[src/gsv_pkg.sv]
`timescale 1ns / 1ps
package gsv_pkg;

  localparam int FRAC_BITS      = 12;
  localparam int ANG_SCALE_BITS = 30;
  localparam int GUARD_BITS     = 16;
  localparam int ATAN_LEN       = 24;
  localparam int SQRT_STEPS     = 16;
  localparam int CW             = 34;
  localparam int SQ_W           = 32;
  localparam int IN_W           = 16;
  localparam int ANG_W          = 16;
  localparam int DIST_W         = 16;
  localparam int SPEED_W        = 12;
  localparam int TURN_W         = 13;
  localparam int CFG_IDX_W      = 4;
  localparam int CFG_DATA_W     = 16;
  localparam int ANGLE_CFG_W    = 14;

  localparam logic signed [CW-1:0] PI_SCALED = 34'sd3373259426;

  localparam logic signed [CW-1:0] ATAN_TABLE [ATAN_LEN] = '{
    34'sd843314857, 34'sd497837829, 34'sd263043837, 34'sd133525159,
    34'sd67021687,  34'sd33543516,  34'sd16775851,  34'sd8388437,
    34'sd4194283,   34'sd2097149,   34'sd1048576,   34'sd524288,
    34'sd262144,    34'sd131072,    34'sd65536,     34'sd32768,
    34'sd16384,     34'sd8192,      34'sd4096,      34'sd2048,
    34'sd1024,      34'sd512,       34'sd256,       34'sd128
  };

  localparam int RATE_COARSE_I = ((1 << FRAC_BITS) * 2 + 5) / 10;
  localparam int RATE_SLOW_I   = ((1 << FRAC_BITS) + 5) / 10;
  localparam int RATE_FINE_I   = ((1 << FRAC_BITS) * 2 + 50) / 100;

  localparam logic [TURN_W-1:0] RATE_COARSE = TURN_W'(RATE_COARSE_I);
  localparam logic [TURN_W-1:0] RATE_SLOW   = TURN_W'(RATE_SLOW_I);
  localparam logic [TURN_W-1:0] RATE_FINE   = TURN_W'(RATE_FINE_I);

  localparam int ROUND_SHIFT = ANG_SCALE_BITS - FRAC_BITS;
  localparam logic signed [CW-1:0] ANG_ROUND = CW'(1) <<< (ROUND_SHIFT - 1);

  localparam int DIV10_SHIFT = 19;
  localparam int PROD_W      = 33;
  localparam logic [PROD_W-1:0] DIV10_MUL = PROD_W'(52429);
  localparam int QUOT_W      = PROD_W - DIV10_SHIFT;
  localparam logic [SPEED_W-1:0] SPEED_MAX = '1;

  typedef enum logic [CFG_IDX_W-1:0] {
    CFG_COARSE_ANGLE    = 4'd0,
    CFG_SLOW_TURN_ANGLE = 4'd1,
    CFG_FINE_ANGLE      = 4'd2,
    CFG_ALIGNED_ANGLE   = 4'd3,
    CFG_ARRIVE_DISTANCE = 4'd4,
    CFG_FAR_DISTANCE    = 4'd5,
    CFG_FAST_SPEED      = 4'd6,
    CFG_CRUISE_SPEED    = 4'd7
  } cfg_idx_e;

  typedef struct packed {
    logic [ANGLE_CFG_W-1:0] coarse_angle;
    logic [ANGLE_CFG_W-1:0] slow_turn_angle;
    logic [ANGLE_CFG_W-1:0] fine_angle;
    logic [ANGLE_CFG_W-1:0] aligned_angle;
    logic [DIST_W-1:0]      arrive_distance;
    logic [DIST_W-1:0]      far_distance;
    logic [SPEED_W-1:0]     fast_speed;
    logic [SPEED_W-1:0]     cruise_speed;
  } cfg_t;

  localparam cfg_t CFG_RESET = '{
    coarse_angle:    14'd819,
    slow_turn_angle: 14'd1229,
    fine_angle:      14'd123,
    aligned_angle:   14'd205,
    arrive_distance: 16'd205,
    far_distance:    16'd8192,
    fast_speed:      12'd1638,
    cruise_speed:    12'd1229
  };

  typedef struct packed {
    logic signed [CW-1:0] x;
    logic signed [CW-1:0] y;
    logic signed [CW-1:0] z;
  } cordic_t;

  typedef struct packed {
    logic [SQ_W-1:0] rem;
    logic [SQ_W-1:0] root;
  } sqrt_t;

  typedef struct packed {
    cordic_t cd;
    sqrt_t   sq;
  } core_t;

  function automatic cordic_t cordic_step(cordic_t c, int unsigned i);
    cordic_t r;
    logic signed [CW-1:0] dx;
    logic signed [CW-1:0] dy;
    r  = c;
    dx = c.y >>> i;
    dy = c.x >>> i;
    if (!c.y[CW-1] && (c.y != '0)) begin
      r.x = c.x + dx;
      r.y = c.y - dy;
      r.z = c.z + ATAN_TABLE[i];
    end else if (c.y[CW-1]) begin
      r.x = c.x - dx;
      r.y = c.y + dy;
      r.z = c.z - ATAN_TABLE[i];
    end
    return r;
  endfunction

  function automatic sqrt_t sqrt_step(sqrt_t s, int unsigned k);
    sqrt_t r;
    logic [SQ_W-1:0] bit_v;
    logic [SQ_W:0]   trial;
    bit_v = SQ_W'(1) << (2 * (SQRT_STEPS - 1 - k));
    trial = {1'b0, s.root} + {1'b0, bit_v};
    if ({1'b0, s.rem} >= trial) begin
      r.rem  = s.rem - trial[SQ_W-1:0];
      r.root = (s.root >> 1) + bit_v;
    end else begin
      r.rem  = s.rem;
      r.root = s.root >> 1;
    end
    return r;
  endfunction

endpackage

[src/gsv_prep.sv]
`timescale 1ns / 1ps
module gsv_prep (
  input  logic                                clk_i,
  input  logic                                rst_ni,
  input  logic                                en_i,
  input  logic                                valid_i,
  input  logic signed [gsv_pkg::IN_W-1:0]     goal_forward_i,
  input  logic signed [gsv_pkg::IN_W-1:0]     goal_left_i,
  output logic                                valid_o,
  output gsv_pkg::core_t                      data_o
);
  import gsv_pkg::*;

  localparam int EXT_W = CW - (IN_W + 1) - GUARD_BITS;

  logic                   neg;
  logic signed [IN_W:0]   fwd_f;
  logic signed [IN_W:0]   left_f;
  logic signed [SQ_W-1:0] sq_fwd;
  logic signed [SQ_W-1:0] sq_left;
  cordic_t                cd_d, cd_q;
  logic [SQ_W-1:0]        sqf_q, sql_q;
  logic                   va_q;
  core_t                  out_d, out_q;
  logic                   vb_q;

  always_comb begin
    neg     = goal_forward_i[IN_W-1];
    fwd_f   = neg ? -{goal_forward_i[IN_W-1], goal_forward_i}
                  :  {goal_forward_i[IN_W-1], goal_forward_i};
    left_f  = neg ? -{goal_left_i[IN_W-1], goal_left_i}
                  :  {goal_left_i[IN_W-1], goal_left_i};
    sq_fwd  = goal_forward_i * goal_forward_i;
    sq_left = goal_left_i * goal_left_i;
    cd_d.x  = {{EXT_W{fwd_f[IN_W]}}, fwd_f, {GUARD_BITS{1'b0}}};
    cd_d.y  = {{EXT_W{left_f[IN_W]}}, left_f, {GUARD_BITS{1'b0}}};
    if (!neg) begin
      cd_d.z = '0;
    end else if (!goal_left_i[IN_W-1]) begin
      cd_d.z = PI_SCALED;
    end else begin
      cd_d.z = -PI_SCALED;
    end
  end

  always_comb begin
    out_d.cd      = cd_q;
    out_d.sq.rem  = sqf_q + sql_q;
    out_d.sq.root = '0;
  end

  always_ff @(posedge clk_i or negedge rst_ni) begin
    if (!rst_ni) begin
      va_q <= 1'b0;
      vb_q <= 1'b0;
    end else if (en_i) begin
      va_q <= valid_i;
      vb_q <= va_q;
    end
  end

  always_ff @(posedge clk_i) begin
    if (en_i) begin
      cd_q  <= cd_d;
      sqf_q <= SQ_W'(unsigned'(sq_fwd));
      sql_q <= SQ_W'(unsigned'(sq_left));
      out_q <= out_d;
    end
  end

  assign valid_o = vb_q;
  assign data_o  = out_q;

endmodule

[config.mk]
export PLATFORM = sky130hd
export DESIGN_NAME = gsv_prep
export DESIGN_NICKNAME = d
export VERILOG_FILES = /design/src/gsv_pkg.sv /design/src/gsv_prep.sv
export SDC_FILE = /design/constraint.sdc
export NUM_CORES = 1
export LEC_CHECK = 0
export BUFFER_PORTS_ARGS = -buffer_cell sky130_fd_sc_hd__buf_2
export CAP_MARGIN = 25
export CORE_AREA = 2 2 215 217
export CTS_CLUSTER_SIZE = 12
export DETAILED_ROUTE_END_ITERATION = 10
export DIE_AREA = 0 0 217 219
export PLACE_DENSITY = 0.76
export SLEW_MARGIN = 20
export SYNTH_ARGS = -nofsm -noshare
export SYNTH_HDL_FRONTEND = slang
export SYNTH_SLANG_ARGS = --single-unit
[constraint.sdc]
create_clock -name clk_i -period 3.75 [get_ports clk_i]
set_clock_uncertainty 0.2 [all_clocks]
set_input_delay 0.1875 -clock clk_i [delete_from_list [all_inputs] [get_ports clk_i]]
set_output_delay 0.1875 -clock clk_i [all_outputs]
set_load 0.01 [all_outputs]
==> flow_summary.ini <==
[status]
status = finished, violations left
violations = negative setup slack

[final_layout]
register_area_sq_um = 5030
final_common_cell = inv_1
n_fill_cell = 3037
drive_above_1_share_pct = 33.8
n_antenna_cell = 0
multi_input_area_sq_um = 18900
nets = 3761
layout_common_cells = inv_1 (549), fa_1 (426), buf_4 (403)
syn_to_final_growth_pct = 28.8

[yosys]
synth_async_sr_flop_share_pct = 1.19
synth-compound-area-share_pct = 5.83
synthXorXnorAreaFrac_pct = 4.99
synth_fa_ha_area_share_pct = 47.5
synth-simple-area-share_pct = 8.36
yosysUniqueCellTypes = 68
yosysWarnings = 0
synth_area_sq_um = 25400
syn_inst = 2494
synth_area_per_cell_sq_um = 10.2
synth_top_family_by_area = adder cells
ys.flop_type = edfxtp_1
synth-seq-cells = 168
synth_edf_count = 166
synth_mux_area_share_pct = 0.246
seq_area_frac_synth_pct = 19.8

[timing]
setup_slack_ps = -1930
rsz0062_at_grt = true
max_freq_ghz = 0.176
finalSetupViolCount = 50
relSlewSlack_pct = 47.4
drv_slew = 0
tightestPinTransition_ps = 790
post-route-min-period_ps = 5680
finalHoldViolCount = 0
setup_tns_ps = -64040
fin_crit_sh_pct = 152

[floorplan]
start_util_pct = 56.4
fp.dieW_um = 217
die_h_um = 219
io_pins = 203
rows = 78
coreArea_sq_um = 45100
die-area_sq_um = 47500

[critical_path]
critPathRequiredTime_ps = 3780
worstPathMaxFanout = 6
startpoint_type = input port
endpoint_kind = flip-flop
path_class = input port to flip-flop
crit_arrival_ps = 5710

[clock_tree]
cts_buffer_depth = 2
cts_buffers = 17
clk_latency_ps = 480
root_buffer = clkbuf_16
clk_pin_slew_ps = 70
htreeDepth = 4
cts_tree = done
cts.sinks = 168

[routing]
vias = 18700
drc = 0
antenna_left = 0
first_iter_violations = 1068
routedWlPerCell_um = 16.9
routed_wl_mm = 61.7
vias_per_cell = 5.13
dr.pass1.iters = 5

[grt]
grt_max_degree = 80
antenna_found_initial = 1
grt_pass1_vias = 20800
grt.total_usage_pct = 27.1
grt_pass1_wl_mm = 100
grt-ovfl-total = 0

[placement]
dpl.hpwl_mm = 49.0
place.gp.congestion = 0.926
port_buffers = 137

[flow_run]
cap_violations = 0

[min_path]
worstHoldPathType = input port to flip-flop
## final cells by class
cell class / instances / area share (%)
flip-flops and latches: 168 / 15.4
well taps: 600 / 2.29
inverters: 641 / 7.51
repair buffers: 622 / 15.3
multi-input cells: 1590 / 57.8
clock inverters: 15 / 0.458
clock buffers: 17 / 1.30
## cell families after synthesis
family / after synthesis
simple gates: 467
compound gates: 221
buf+inv: 801
other cells: 1
flops: 168
xor+xnor: 145
mux: 6
fa+ha+maj: 685
## path summary, 6_finish.rpt
| check | start | endpoint | slack, ps | cells after the start |
|---|---|---|---|---|
| hold / removal | goal_forward_i[5] | cd_q[89]$_DFFE_PP_ | 30 | 3 |
| max in group asynchronous | rst_ni | valid_o$_DFFE_PN0P_ | 2850 | 3 |
| setup reg to reg | sqf_q[14]$_DFFE_PP_ | data_o[63]$_DFFE_PP_ | 360 | 10 |
| setup / recovery | goal_left_i[6] | sql_q[29]$_DFFE_PP_ | -1930 | 24 |
| hold reg to reg | cd_q[87]$_DFFE_PP_ | data_o[151]$_DFFE_PP_ | 220 | 0 |
| min in group asynchronous | rst_ni | va_q$_DFFE_PN0P_ | 370 | 3 |
## flip-flops by register name, indices dropped and copies added (netlist names)
signal   count
va_q         1
valid_o      1
data_o      69
sqf_q       31
sql_q       31
cd_q        35
## layer usage
layer  global-route usage [%]  wire length, um
met4                     7.79             1370
met3                     3.58             3420
met5                        0               11
met2                     48.7            32800
met1                     34.3            24200
## stage by stage
stage	hold slack, ps	area [sq um]	worst slack, ps	utilization [%]	cells
floorplan	-308	27100	-2120	-	2559
finish	29.4	32800	-1930	72.6	3653
global route	42.3	32800	-2080	72.6	3653
CTS	18.6	32100	-1790	71.2	3634
detailed placement	-220	29900	-2480	66.3	3538
global placement	-228	29900	-2350	66.3	3538
## cell usage after synthesis (5+ instances only)
library cell | instances | area [sq um]
inv_1 | 634 | 2380
fa_1 | 468 | 9370
ha_1 | 217 | 2720
nand2_1 | 188 | 706
edfxtp_1 | 166 | 4980
nor2_1 | 122 | 458
xnor2_1 | 114 | 998
buf_4 | 97 | 728
and2_1 | 62 | 388
a21oi_1 | 59 | 295
clkbuf_1 | 57 | 214
o21ai_0 | 42 | 210
xor2_1 | 31 | 272
a21o_1 | 25 | 188
nand3_1 | 18 | 90.1
nand2b_1 | 15 | 93.8
nor3_1 | 15 | 75.1
nor2b_1 | 13 | 81.3
a31o_2 | 11 | 96.3
o21a_1 | 9 | 67.6
o21bai_1 | 9 | 67.6
o31ai_1 | 9 | 67.6
a211oi_1 | 8 | 60.1
buf_1 | 6 | 22.5
o41ai_1 | 6 | 52.6
or2_2 | 6 | 37.5
or3_1 | 6 | 37.5
a31oi_1 | 5 | 31.3
clkinv_1 | 5 | 18.8
o2111ai_1 | 5 | 43.8
## critical path, cell delays in order
cell and delay, ps:
buf_8 80, buf_12 130, buf_8 130, nand2_4 60
fa_1 560, inv_2 40, fa_1 460, fa_1 510
fa_1 510, fa_1 530, inv_2 40, fa_1 510
inv_2 50, ha_4 280, a21oi_4 160, a21oi_2 80
a211oi_2 280, o41ai_4 150, o21a_1 250, o21ai_2 200
buf_4 160, o21bai_1 80, a21oi_2 160, xnor2_1 100
## repair_timing
action,in CTS,in global routing
gates cloned,0,1
resized for setup,288,153
hold buffers,11,0
pin swaps,115,117
buffers inserted,62,30
endpoints found under the setup margin,51,51
endpoints found under the hold margin,11,0
Power is not shown: default switching activity piles up to over one toggle a cycle in this logic, so the estimate is an artifact.
