--- src/gsv_pkg.sv ---
`timescale 1ns / 1ps
package gsv_pkg;

  localparam int FRAC_BITS      = 12;
  localparam int ANG_SCALE_BITS = 30;
  localparam int GUARD_BITS     = 16;
  localparam int ATAN_LEN       = 24;
  localparam int SQRT_STEPS     = 16;
  localparam int CW             = 34;
  localparam int SQ_W           = 32;
  localparam int IN_W           = 16;
  localparam int ANG_W          = 16;
  localparam int DIST_W         = 16;
  localparam int SPEED_W        = 12;
  localparam int TURN_W         = 13;
  localparam int CFG_IDX_W      = 4;
  localparam int CFG_DATA_W     = 16;
  localparam int ANGLE_CFG_W    = 14;

  localparam logic signed [CW-1:0] PI_SCALED = 34'sd3373259426;

  localparam logic signed [CW-1:0] ATAN_TABLE [ATAN_LEN] = '{
    34'sd843314857, 34'sd497837829, 34'sd263043837, 34'sd133525159,
    34'sd67021687,  34'sd33543516,  34'sd16775851,  34'sd8388437,
    34'sd4194283,   34'sd2097149,   34'sd1048576,   34'sd524288,
    34'sd262144,    34'sd131072,    34'sd65536,     34'sd32768,
    34'sd16384,     34'sd8192,      34'sd4096,      34'sd2048,
    34'sd1024,      34'sd512,       34'sd256,       34'sd128
  };

  localparam int RATE_COARSE_I = ((1 << FRAC_BITS) * 2 + 5) / 10;
  localparam int RATE_SLOW_I   = ((1 << FRAC_BITS) + 5) / 10;
  localparam int RATE_FINE_I   = ((1 << FRAC_BITS) * 2 + 50) / 100;

  localparam logic [TURN_W-1:0] RATE_COARSE = TURN_W'(RATE_COARSE_I);
  localparam logic [TURN_W-1:0] RATE_SLOW   = TURN_W'(RATE_SLOW_I);
  localparam logic [TURN_W-1:0] RATE_FINE   = TURN_W'(RATE_FINE_I);

  localparam int ROUND_SHIFT = ANG_SCALE_BITS - FRAC_BITS;
  localparam logic signed [CW-1:0] ANG_ROUND = CW'(1) <<< (ROUND_SHIFT - 1);

  localparam int DIV10_SHIFT = 19;
  localparam int PROD_W      = 33;
  localparam logic [PROD_W-1:0] DIV10_MUL = PROD_W'(52429);
  localparam int QUOT_W      = PROD_W - DIV10_SHIFT;
  localparam logic [SPEED_W-1:0] SPEED_MAX = '1;

  typedef enum logic [CFG_IDX_W-1:0] {
    CFG_COARSE_ANGLE    = 4'd0,
    CFG_SLOW_TURN_ANGLE = 4'd1,
    CFG_FINE_ANGLE      = 4'd2,
    CFG_ALIGNED_ANGLE   = 4'd3,
    CFG_ARRIVE_DISTANCE = 4'd4,
    CFG_FAR_DISTANCE    = 4'd5,
    CFG_FAST_SPEED      = 4'd6,
    CFG_CRUISE_SPEED    = 4'd7
  } cfg_idx_e;

  typedef struct packed {
    logic [ANGLE_CFG_W-1:0] coarse_angle;
    logic [ANGLE_CFG_W-1:0] slow_turn_angle;
    logic [ANGLE_CFG_W-1:0] fine_angle;
    logic [ANGLE_CFG_W-1:0] aligned_angle;
    logic [DIST_W-1:0]      arrive_distance;
    logic [DIST_W-1:0]      far_distance;
    logic [SPEED_W-1:0]     fast_speed;
    logic [SPEED_W-1:0]     cruise_speed;
  } cfg_t;

  localparam cfg_t CFG_RESET = '{
    coarse_angle:    14'd819,
    slow_turn_angle: 14'd1229,
    fine_angle:      14'd123,
    aligned_angle:   14'd205,
    arrive_distance: 16'd205,
    far_distance:    16'd8192,
    fast_speed:      12'd1638,
    cruise_speed:    12'd1229
  };

  typedef struct packed {
    logic signed [CW-1:0] x;
    logic signed [CW-1:0] y;
    logic signed [CW-1:0] z;
  } cordic_t;

  typedef struct packed {
    logic [SQ_W-1:0] rem;
    logic [SQ_W-1:0] root;
  } sqrt_t;

  typedef struct packed {
    cordic_t cd;
    sqrt_t   sq;
  } core_t;

  function automatic cordic_t cordic_step(cordic_t c, int unsigned i);
    cordic_t r;
    logic signed [CW-1:0] dx;
    logic signed [CW-1:0] dy;
    r  = c;
    dx = c.y >>> i;
    dy = c.x >>> i;
    if (!c.y[CW-1] && (c.y != '0)) begin
      r.x = c.x + dx;
      r.y = c.y - dy;
      r.z = c.z + ATAN_TABLE[i];
    end else if (c.y[CW-1]) begin
      r.x = c.x - dx;
      r.y = c.y + dy;
      r.z = c.z - ATAN_TABLE[i];
    end
    return r;
  endfunction

  function automatic sqrt_t sqrt_step(sqrt_t s, int unsigned k);
    sqrt_t r;
    logic [SQ_W-1:0] bit_v;
    logic [SQ_W:0]   trial;
    bit_v = SQ_W'(1) << (2 * (SQRT_STEPS - 1 - k));
    trial = {1'b0, s.root} + {1'b0, bit_v};
    if ({1'b0, s.rem} >= trial) begin
      r.rem  = s.rem - trial[SQ_W-1:0];
      r.root = (s.root >> 1) + bit_v;
    end else begin
      r.rem  = s.rem;
      r.root = s.root >> 1;
    end
    return r;
  endfunction

endpackage

--- src/gsv_rule.sv ---
`timescale 1ns / 1ps
module gsv_rule (
  input  logic                                 clk_i,
  input  logic                                 rst_ni,
  input  logic                                 en_i,
  input  logic                                 valid_i,
  input  gsv_pkg::core_t                       data_i,
  input  gsv_pkg::cfg_t                        cfg_i,
  output logic                                 valid_o,
  output logic        [gsv_pkg::SPEED_W-1:0]   linear_speed_o,
  output logic signed [gsv_pkg::TURN_W-1:0]    turn_rate_o,
  output logic                                 arrived_o
);
  import gsv_pkg::*;

  // stage 1: round bearing and distance
  logic signed [CW-1:0]    z_rnd;
  logic signed [ANG_W-1:0] ang;
  logic [ANG_W-1:0]        mag_d, mag_q;
  logic                    neg_d, neg1_q;
  logic [DIST_W-1:0]       dist_d, dist_q;
  logic                    v1_q;

  always_comb begin
    z_rnd  = data_i.cd.z + ANG_ROUND;
    ang    = z_rnd[ROUND_SHIFT +: ANG_W];
    neg_d  = ang[ANG_W-1];
    mag_d  = neg_d ? ANG_W'(-ang) : ANG_W'(ang);
    dist_d = data_i.sq.root[DIST_W-1:0] + DIST_W'(data_i.sq.rem > data_i.sq.root);
  end

  // stage 2: compare against thresholds, scale distance by one tenth
  logic [PROD_W-1:0] prod_d, prod_q;
  logic gt_coarse_q, lt_slow_q, ge_fine_q, le_aligned_q, le_arrive_q, gt_far_q;
  logic neg2_q;
  logic v2_q;

  assign prod_d = (PROD_W'(dist_q) + PROD_W'(5)) * DIV10_MUL;

  // stage 3: select the command
  logic [QUOT_W-1:0]        quot;
  logic [SPEED_W-1:0]       speed_d, speed_q;
  logic [TURN_W-1:0]        rate;
  logic signed [TURN_W-1:0] turn_d, turn_q;
  logic                     arrived_d, arrived_q;
  logic                     v3_q;

  always_comb begin
    quot      = prod_q[PROD_W-1:DIV10_SHIFT];
    rate      = '0;
    speed_d   = '0;
    arrived_d = 1'b0;
    if (gt_coarse_q) begin
      rate = lt_slow_q ? RATE_SLOW : RATE_COARSE;
    end else begin
      if (ge_fine_q) begin
        rate = RATE_FINE;
      end
      if (le_arrive_q) begin
        rate      = '0;
        arrived_d = 1'b1;
      end else if (gt_far_q) begin
        speed_d = le_aligned_q ? cfg_i.fast_speed : cfg_i.cruise_speed;
      end else if (quot > QUOT_W'(SPEED_MAX)) begin
        speed_d = SPEED_MAX;
      end else begin
        speed_d = quot[SPEED_W-1:0];
      end
    end
    turn_d = neg2_q ? -signed'(rate) : signed'(rate);
  end

  always_ff @(posedge clk_i or negedge rst_ni) begin
    if (!rst_ni) begin
      v1_q <= 1'b0;
      v2_q <= 1'b0;
      v3_q <= 1'b0;
    end else if (en_i) begin
      v1_q <= valid_i;
      v2_q <= v1_q;
      v3_q <= v2_q;
    end
  end

  always_ff @(posedge clk_i) begin
    if (en_i) begin
      mag_q        <= mag_d;
      neg1_q       <= neg_d;
      dist_q       <= dist_d;
      prod_q       <= prod_d;
      gt_coarse_q  <= mag_q > ANG_W'(cfg_i.coarse_angle);
      lt_slow_q    <= mag_q < ANG_W'(cfg_i.slow_turn_angle);
      ge_fine_q    <= mag_q >= ANG_W'(cfg_i.fine_angle);
      le_aligned_q <= mag_q <= ANG_W'(cfg_i.aligned_angle);
      le_arrive_q  <= dist_q <= cfg_i.arrive_distance;
      gt_far_q     <= dist_q > cfg_i.far_distance;
      neg2_q       <= neg1_q;
      speed_q      <= speed_d;
      turn_q       <= turn_d;
      arrived_q    <= arrived_d;
    end
  end

  assign valid_o        = v3_q;
  assign linear_speed_o = speed_q;
  assign turn_rate_o    = turn_q;
  assign arrived_o      = arrived_q;

endmodule

--- config.mk ---
export PLATFORM = sky130hd
export DESIGN_NAME = gsv_rule
export DESIGN_NICKNAME = d
export VERILOG_FILES = /design/src/gsv_pkg.sv /design/src/gsv_rule.sv
export SDC_FILE = /design/constraint.sdc
export NUM_CORES = 1
export LEC_CHECK = 0
export ABC_AREA = 1
export ABC_CLOCK_PERIOD_IN_PS = 16100
export BUFFER_PORTS_ARGS = -buffer_cell sky130_fd_sc_hd__buf_4
export CAP_MARGIN = 10
export CORE_MARGIN = 8
export CORE_UTILIZATION = 61
export DETAILED_ROUTE_END_ITERATION = 10
export PLACE_DENSITY = 0.95
export SYNTH_ARGS = -nofsm -noshare
export SYNTH_HDL_FRONTEND = slang
export SYNTH_SLANG_ARGS = --single-unit
--- constraint.sdc ---
create_clock -name clk_i -period 16.1 [get_ports clk_i]
set_clock_uncertainty 0.05 [all_clocks]
set_input_delay 3.22 -clock clk_i [delete_from_list [all_inputs] [get_ports clk_i]]
set_output_delay 3.22 -clock clk_i [all_outputs]
set_load 0.02 [all_outputs]
==> results of run 1 <==
[through the flow]
step	setup slack (ns)	instance area, um2	hold slack [ns]	instances
CTS	9.15	15000	0.372	2146
global route	8.74	15000	0.380	2146
global placement	9.38	14800	0.353	2130
detailed placement	9.20	14800	0.355	2130
floorplan	10.19	12800	0.350	1642
finish	9.11	15000	0.373	2146
[cells by family (layout without fill, tap and decap cells)]
| logic type | after synthesis | in the layout | share of synthesized area [%] |
|---|---|---|---|
| and+or+nand+nor | 540 | 540 | 17.8 |
| xor gates and xnor gates | 48 | 48 | 3.34 |
| muxes | 1 | 1 | 0.0880 |
| buffers and inverters | 417 | 646 | 12.3 |
| DFF | 81 | 81 | 18.9 |
| AOI/OAI and AO/OA | 214 | 214 | 9.27 |
| adders and majority gates | 341 | 341 | 38.3 |
[cells in the mapped netlist]
cell type  instances  area share [%]
a21oi_1          107             4.2
nand3_1           62             2.4
o21bai_1          12            0.70
edfxtp_1          78              18
nor4_1             6            0.29
a31oi_1            3            0.15
xnor2_2            1            0.13
nor2_1           124             3.6
o2111ai_1          1           0.068
nor2b_1            1           0.049
clkinv_1           1           0.029
nand2_2            5            0.24
nor2_2             4            0.20
a31o_2             2            0.14
a21o_1             9            0.53
mux2_2             1           0.088
xnor2_1            7            0.48
o21a_1             7            0.41
buf_4              4            0.23
dfrtp_1            3            0.59
nand2_1          283             8.3
o21ai_0           60             2.3
nand4_1           25             1.2
and3_1             3            0.15
nand3_2            1           0.078
or2_2              1           0.049
a22oi_1            1           0.059
nand3b_1           4            0.23
o211ai_1           7            0.41
fa_1              85              13
a211oi_1           1           0.059
inv_1            405              12
clkbuf_1           4            0.12
nor2_4             1           0.088
inv_2              1           0.029
buf_1              2           0.059
o32ai_1            1           0.068
nor3_1            19            0.74
xor2_1            40             2.7
o21ai_1            1           0.039
a21boi_0           2            0.12
nor3b_1            1           0.059
ha_1             256              25
[final timing paths]
path,from,end,slack [ns]
max,dist_q[1],prod_q[31],9.11
min,neg1_q,neg2_q,0.37
min reg2reg,neg1_q,neg2_q,0.37
max in group asynchronous,rst_ni,valid_o,13.33
min in group asynchronous,rst_ni,v1_q,2.58
max reg2reg,dist_q[1],prod_q[31],9.11
[metal layers]
layer,vias up,global-route usage (%),routed length (um)
met5,-,0,0
met4,0,13.5,1580
met3,132,6.04,2800
met2,556,48.5,17600
met1,5397,29.7,13500
li1,5710,-,-
[sequential cells by signal, indices dropped and copies added (netlist names)]
name / count
turn_rate_o: 11
v2_q: 1
neg1_q: 1
gt_coarse_q: 1
linear_speed_o: 12
arrived_o: 1
mag_q: 16
prod_q: 14
v1_q: 1
le_aligned_q: 1
dist_q: 16
valid_o: 1
lt_slow_q: 1
le_arrive_q: 1
neg2_q: 1
gt_far_q: 1
ge_fine_q: 1
[final cells by class]
type                            instances  area, um2
Multi-Input combinational cell       1144       8800
Fill cell                            1453       5770
Sequential cell                        81       2420
Timing Repair Buffer                  223       1670
Inverter                              407       1530
Tap cell                              275        344
Clock buffer                            9        225
Clock inverter                          7       55.1
==> results.toml, run 1 <==
[critical_path]
worstPathRequired_ns = 16.16
cpLargestDelayFamily = "adder cells"
cp_slowest_cell = "xnor2_1"
crit_path_max_fanout = 6
crit_path_start_kind = "flip-flop"
critPathArrivalTime_ns = 7.05
cp_cell_sequence = "ha_1 -> o21a_1 -> nand3_2 -> nor2_1 -> nand4_1 -> xnor2_1 -> ha_1 -> ha_1 -> inv_1 -> fa_1 -> inv_1 -> fa_1 -> fa_1 -> inv_1 -> fa_1 -> inv_1 -> ha_1 -> a21o_1 -> a21oi_1 -> o21ai_0 -> a21oi_1 -> nand2_1 -> nand2_1 -> nand2_1"
crit_path_end_kind = "flip-flop"
rr_worst_depth = 24
max_stage_delay_ns = 0.71
path_buf_inv = 4
crit_type = "flip-flop to flip-flop"
cp_num_cells = 24

[floorplanning]
initial_core_util_pct = 61.5
die_w_um = 161
num_rows = 53
dieHeight_um = 161
core_area_um2 = 20800
dieArea_um2 = 25900
io_pins = 309

[placement]
place_hpwl_um = 30600
io_buffers = 223
place_congestion = 0.962

[routing]
drt_pre_antenna_iters = 5
drc = 0
drt-initial-drc-count = 686
wl_per_cell_um = 16.5
antenna_left = 0
wirelength_um = 35400
vias = 11800
via_per_inst = 5.50

[worst_hold_path]
hold_path_class = "flip-flop to flip-flop"
min_delay_path_depth = 0

[sta]
timing.fmax_mhz = 143
fin_crit_sh_pct = 43.4
setup_tns_ns = 0
period_minus_slack_ns = 6.99
setup_viol = 0
maxSlewViolCount = 0
slew_headroom_pct = 32.4
hold_violations = 0
grt_setup_unrepaired = "no"
worst_slew_pin_slew_ns = 1.01

[clock_network]
cts_buffers = 9
clock-sinks = 81
cts_root_buf = "clkbuf_16"
cts_setup_buffers = 0
cts_resized = 0
cts_hold_buffers = 0
clockBufferDepth = 2
cts_max_level = 3
clkLatencyLatePin_ns = 0.38
clkSlewWorstSetupHoldPaths_ns = 0.08
cts_tree = "done"

[logic_synthesis]
synth-seq-cells = 81
yosysSeqAreaShare_pct = 18.9
synth.avg_cell_area_um2 = 7.80
synthesis.area_um2 = 12800
synth_cell_types = 43
synth_nets = 2265
yosysWarnings = 0
syn_inst = 1642

[global_route]
grt_pass1_vias = 12400
grt_overflow = 0
grt_use_total_pct = 27.1
grt_pass1_wl_um = 57400
grt_start_max_net_pins = 84
antenna_found_initial = 0

[final_layout]
utilization_pct = 72.3
final_common_cell = "inv_1"
nets = 2489
antenna_cells = 0
syn_to_final_growth_pct = 17.5
drive_gt1_share_pct = 13.7
final_cell_mix = "405 x inv_1, 283 x nand2_1, 256 x ha_1, 223 x buf_4, 124 x nor2_1"

[run]
drv_cap = 0

[outcome]
status = "completed"
Power of run 1 is not shown: default switching activity piles up to over one toggle a cycle in this logic, so the estimate is an artifact.
==> run 2: changes to the inputs <==
==> config.mk (replaced) <==
export PLATFORM = sky130hd
export DESIGN_NAME = gsv_rule
export DESIGN_NICKNAME = d
export VERILOG_FILES = /design/src/gsv_pkg.sv /design/src/gsv_rule.sv
export SDC_FILE = /design/constraint.sdc
export NUM_CORES = 1
export LEC_CHECK = 0
export ABC_AREA = 0
export ABC_CLOCK_PERIOD_IN_PS = 6300
export BUFFER_PORTS_ARGS = -buffer_cell sky130_fd_sc_hd__buf_4
export CAP_MARGIN = 10
export CORE_MARGIN = 8
export CORE_UTILIZATION = 50
export DETAILED_ROUTE_END_ITERATION = 10
export PLACE_DENSITY = 0.87
export SYNTH_ARGS = -nofsm -noshare
export SYNTH_HDL_FRONTEND = slang
export SYNTH_SLANG_ARGS = --single-unit
==> constraint.sdc (replaced) <==
create_clock -name clk_i -period 6.3 [get_ports clk_i]
set_clock_uncertainty 0.05 [all_clocks]
set_input_delay 1.26 -clock clk_i [delete_from_list [all_inputs] [get_ports clk_i]]
set_output_delay 1.26 -clock clk_i [all_outputs]
set_load 0.02 [all_outputs]
==> results.toml, run 2 <==
[logic_synthesis]
syn_inst = 1249
yosysWarnings = 0
yosys.area.top_type = "ha_1"
synth.avg_cell_area_um2 = 9.53
synth_nets = 1872
synth_commonest_cells = "302 x inv_1, 256 x ha_1, 85 x fa_1, 78 x edfxtp_1, 55 x xnor2_1"
ys.flop_type = "edfxtp_1"
synth_cell_types = 70
yosysMostFrequentCell = "inv_1"
async_flop_share_pct = 3.70
synth-seq-cells = 81
synthesis.area_um2 = 11900
synth_edf_count = 78
synth_top_area_share_pct = 26.9
yosysSeqAreaShare_pct = 20.3
ys_top_cells_by_area = "ha_1 27%, edfxtp_1 20%, fa_1 14%"

[floorplanning]
core_area_um2 = 23400
initial_core_util_pct = 50.9
num_rows = 56
die_w_um = 170
dieArea_um2 = 29000
dieHeight_um = 170
io_pins = 309

[critical_path]
reg2reg_setup_slack_ns = -0.06
timing.critical_path.mode_cell = "inv_1"
endpoint = "prod_q[27]"
worstPathRequired_ns = 6.34
r2r-start = "dist_q[7]"
critPathArrivalTime_ns = 6.40
rr_worst_depth = 25
crit_path_end_kind = "flip-flop"
max_stage_delay_ns = 0.55
cp_slowest_cell = "fa_1"
crit_path_max_fanout = 4
crit_path_start_kind = "flip-flop"
cp-startpoint = "dist_q[7]"
crit_type = "flip-flop to flip-flop"
reg2reg_to = "prod_q[27]"

[clock_network]
clock-sinks = 81
cts_root_buf = "clkbuf_16"
clkSlewWorstSetupHoldPaths_ns = 0.06
cts_buffers = 9
cts_hold_buffers = 0
clkLatencyLatePin_ns = 0.35
cts_max_level = 3
clockBufferDepth = 2
cts_tree = "done"

[placement]
place_hpwl_um = 28500
place_congestion = 0.945
io_buffers = 223

[sta]
period_minus_slack_ns = 6.36
timing.fmax_mhz = 157
setup_tns_ns = -0.175
fin_crit_sh_pct = 101
worst_slew_pin_slew_ns = 0.995
setup_viol = 5
setup_ws_ns = -0.0650
grt_setup_unrepaired = "yes"
hold_violations = 0
maxSlewViolCount = 0
slew_headroom_pct = 33.6

[final_layout]
nets = 2204
final_cell_mix = "323 x buf_4, 290 x inv_1, 235 x ha_1, 80 x fa_1, 78 x edfxtp_1"
drive_gt1_share_pct = 28.2
top_regs = "dist_q (16), mag_q (16), prod_q (14)"
syn_to_final_growth_pct = 32.0
antenna_cells = 0
final_common_cell = "buf_4"

[outcome]
violations = "setup timing"
status = "complete, but fails checks"

[routing]
antenna_left = 0
wl_per_cell_um = 18.3
drc = 0
vias = 10300
wirelength_um = 34900
via_per_inst = 5.40
drt-initial-drc-count = 483
drt_pre_antenna_iters = 5

[global_route]
grt_pass1_wl_um = 53300
grt_use_total_pct = 23.0
antenna_found_initial = 0
grt_pass1_vias = 11300
grt_start_max_net_pins = 82
grt_overflow = 0

[run]
drv_cap = 0

[worst_hold_path]
hold_path_class = "flip-flop to flip-flop"
[run 2: cell type report]
type / count / area [um2]
multi-input cells: 855 / 8930
fillers: 1677 / 7700
repair buffers: 331 / 2510
flip-flops and latches: 81 / 2420
inverters: 303 / 1140
well taps: 319 / 399
clock buffers: 9 / 225
clock inverters: 7 / 80.1
[run 2: worst max-delay path: cells and delay by family, from the launching register on]
kind / cells / cell delay [ns]
compound gates: 4 / 0.90
xor+xnor: 2 / 0.34
fa+ha+maj: 7 / 2.69
buf+inv: 5 / 0.48
flops: 1 / 0.38
simple gates: 7 / 1.25
[run 2: metal layers]
layer  global-route usage (%)  up-vias  routed length, um
met3                     5.24      123               2280
met4                     10.1        0               1900
met5                        0        -                  0
li1                         -     4872                  -
met2                     43.5      385              18000
met1                     24.0     4911              12700
[run 2: kinds of logic after synthesis]
family	after synthesis	share of synthesized area (%)
compound gates	204	11.4
xor+xnor	86	6.33
fa+ha+maj	341	41.2
buf+inv	313	9.98
flops	81	20.3
mux	18	1.55
simple gates	206	9.27
[run 2: per-stage QoR]
stage	std cells	worst slack (ns)	utilization (%)	hold slack, ns	area (um2)
2_1_floorplan	1249	0.0183	-	0.350	12000
3_3_place_gp	1864	-0.0618	62.5	0.438	14600
3_5_place_dp	1864	-0.236	62.5	0.430	14600
4_1_cts	1886	0.00481	65.1	0.441	15200
5_1_grt	1905	-0.287	67.1	0.455	15700
6_report	1905	-0.0650	67.1	0.440	15700
[run 2: worst min-delay path by stage]
stage	from	to	slack (ns)	cells past startpoint
4_1_cts	neg1_q	neg2_q	0.44	0
3_3_place_gp	v2_q	valid_o	0.44	1
5_1_grt	neg1_q	neg2_q	0.46	0
3_5_place_dp	neg1_q	neg2_q	0.43	0
2_1_floorplan	neg1_q	neg2_q	0.35	0
6_report	neg1_q	neg2_q	0.44	0
[run 2: what timing repair did]
item,4_1_cts,5_1_grt
endpoints found under the hold margin,0,0
endpoints found under the setup margin,10,12
pin swaps,33,61
buffers inserted,7,19
resized for setup,38,65
Power of run 2 is left out for the same reason.
==> run 3: changes to the inputs <==
--- a/config.mk
+++ b/config.mk
@@ -6,13 +6,13 @@
 export NUM_CORES = 1
 export LEC_CHECK = 0
 export ABC_AREA = 0
-export ABC_CLOCK_PERIOD_IN_PS = 6300
+export ABC_CLOCK_PERIOD_IN_PS = 8200
 export BUFFER_PORTS_ARGS = -buffer_cell sky130_fd_sc_hd__buf_4
 export CAP_MARGIN = 10
 export CORE_MARGIN = 8
-export CORE_UTILIZATION = 50
+export CORE_UTILIZATION = 60
 export DETAILED_ROUTE_END_ITERATION = 10
-export PLACE_DENSITY = 0.87
+export PLACE_DENSITY = 0.95
 export SYNTH_ARGS = -nofsm -noshare
 export SYNTH_HDL_FRONTEND = slang
 export SYNTH_SLANG_ARGS = --single-unit
==> constraint.sdc (replaced) <==
create_clock -name clk_i -period 8.2 [get_ports clk_i]
set_clock_uncertainty 0.05 [all_clocks]
set_input_delay 1.64 -clock clk_i [delete_from_list [all_inputs] [get_ports clk_i]]
set_output_delay 1.64 -clock clk_i [all_outputs]
set_load 0.02 [all_outputs]
==> results.toml, run 3 (synthesis gave the netlist of run 2 again) <==
[sta]
timing.fmax_mhz = 135
setup_tns_ns = 0
maxSlewViolCount = 0
slew_headroom_pct = 32.2
hold_violations = 0
period_minus_slack_ns = 7.42
fin_crit_sh_pct = 90.4
worst_slew_pin_slew_ns = 1.02
setup_viol = 0
grt_setup_unrepaired = "no"

[critical_path]
crit_type = "flip-flop to flip-flop"
cp_slowest_cell = "xnor2_1"
max_stage_delay_ns = 0.62
crit_path_start_kind = "flip-flop"
cpLargestDelayFamily = "adder cells"
worstPathRequired_ns = 8.24
crit_path_end_kind = "flip-flop"
path_buf_inv = 4
crit_path_max_fanout = 6
critPathArrivalTime_ns = 7.45

[floorplanning]
core_area_um2 = 19500
initial_core_util_pct = 61.2
num_rows = 51
dieArea_um2 = 24600
io_pins = 309
dieHeight_um = 157
die_w_um = 157

[global_route]
grt_overflow = 0
antenna_found_initial = 0
grt_use_total_pct = 26.8
grt_pass1_vias = 11000
grt_start_max_net_pins = 82
grt_pass1_wl_um = 52300

[clock_network]
clockBufferDepth = 2
cts_tree = "done"
cts_resized = 0
clkLatencyLatePin_ns = 0.35
clkSlewWorstSetupHoldPaths_ns = 0.06
cts_hold_buffers = 0
cts_max_level = 3
cts_buffers = 9
clock-sinks = 81
cts_setup_buffers = 0
cts_root_buf = "clkbuf_16"

[routing]
drt_pre_antenna_iters = 7
via_per_inst = 5.63
wl_per_cell_um = 18.5
vias = 9834
antenna_left = 0
drc = 0
wirelength_um = 32300
drt-initial-drc-count = 491

[final_layout]
final_cell_mix = "302 x inv_1, 256 x ha_1, 227 x buf_4, 85 x fa_1, 78 x edfxtp_1"
seqCellArea_um2 = 2420
layoutNonFillerInstCount = 1747
drive_gt1_share_pct = 17.7
top_regs = "dist_q (16), mag_q (16), prod_q (14)"
utilization_pct = 72.9
final_common_cell = "inv_1"
nets = 2100
syn_to_final_growth_pct = 19.2
n_fill_cell = 1278
multiInputGateArea_um2 = 8300
antenna_cells = 0

[run]
drv_cap = 0

[placement]
place_hpwl_um = 28200
dp.cells = 1731
place_congestion = 0.956
io_buffers = 223

[power]
p_leak_nw = 7.58
powerDensity_nw_per_um2 = 479
power.total_mw = 6.80
vdd_drop_max_v = 0.000545

[worst_hold_path]
hold_path_class = "flip-flop to flip-flop"

[outcome]
status = "completed"
==> run 3: cell count changes in the layout (fill, tap and decap cells not counted), sizes merged <==
cell,before,now
clkinv,5,2
inv,303,305
buf,331,227
clkinvlp,1,2
==> run 3: cell type report <==
cell class	instances	share of cell area [%]
clock buffers	9	1.59
clock inverters	7	0.547
inverters	303	8.02
multi-input cells	855	58.5
flip-flops and latches	81	17.0
well taps	265	2.34
repair buffers	227	12.0
==> run 3: through the flow <==
stage          cell area [um2]  setup WS [ns]  hold WS, ns
6_report                 14200          0.785        0.453
5_1_grt                  14200          0.463        0.450
4_1_cts                  14200          0.827        0.442
3_5_place_dp             13900          0.837        0.432
3_3_place_gp             13900           1.14        0.432
2_1_floorplan            11900           1.70        0.350
==> run 3: worst paths after layout <==
path                       startpoint         end  slack, ns  cells after the start
max in group asynchronous      rst_ni        v2_q       6.99                      1
hold reg to reg                neg1_q      neg2_q       0.45                      0
min in group asynchronous      rst_ni     valid_o       1.02                      1
setup / recovery            dist_q[7]  prod_q[32]       0.78                     25
setup reg to reg            dist_q[7]  prod_q[32]       0.78                     25
hold / removal                 neg1_q      neg2_q       0.45                      0
==> run 3: where the power goes <==
group | switching, mW | total, mW | internal (mW)
logic | 3.28 | 5.64 | 2.37
registers | 0.0479 | 0.745 | 0.697
clock network | 0.175 | 0.414 | 0.239
total | 3.50 | 6.80 | 3.30
==> run 3: layer usage <==
metal / vias to the layer above / GRT usage (%) / share of wire (%)
met5: - / 0 / 0
met4: 0 / 15.4 / 6.0
met3: 132 / 6.23 / 7.2
met2: 426 / 49.3 / 50
met1: 4609 / 27.4 / 37
li1: 4667 / - / -
==> run 3: worst register-to-register path, delay by kind of cell (launching register included) <==
kind	cells	cell delay [ns]
compound gates	3	0.71
xor+xnor	1	0.62
fa+ha+maj	7	3.22
buf+inv	4	0.24
flops	1	0.52
simple gates	10	1.80
Power figures use the tool's default switching activity.
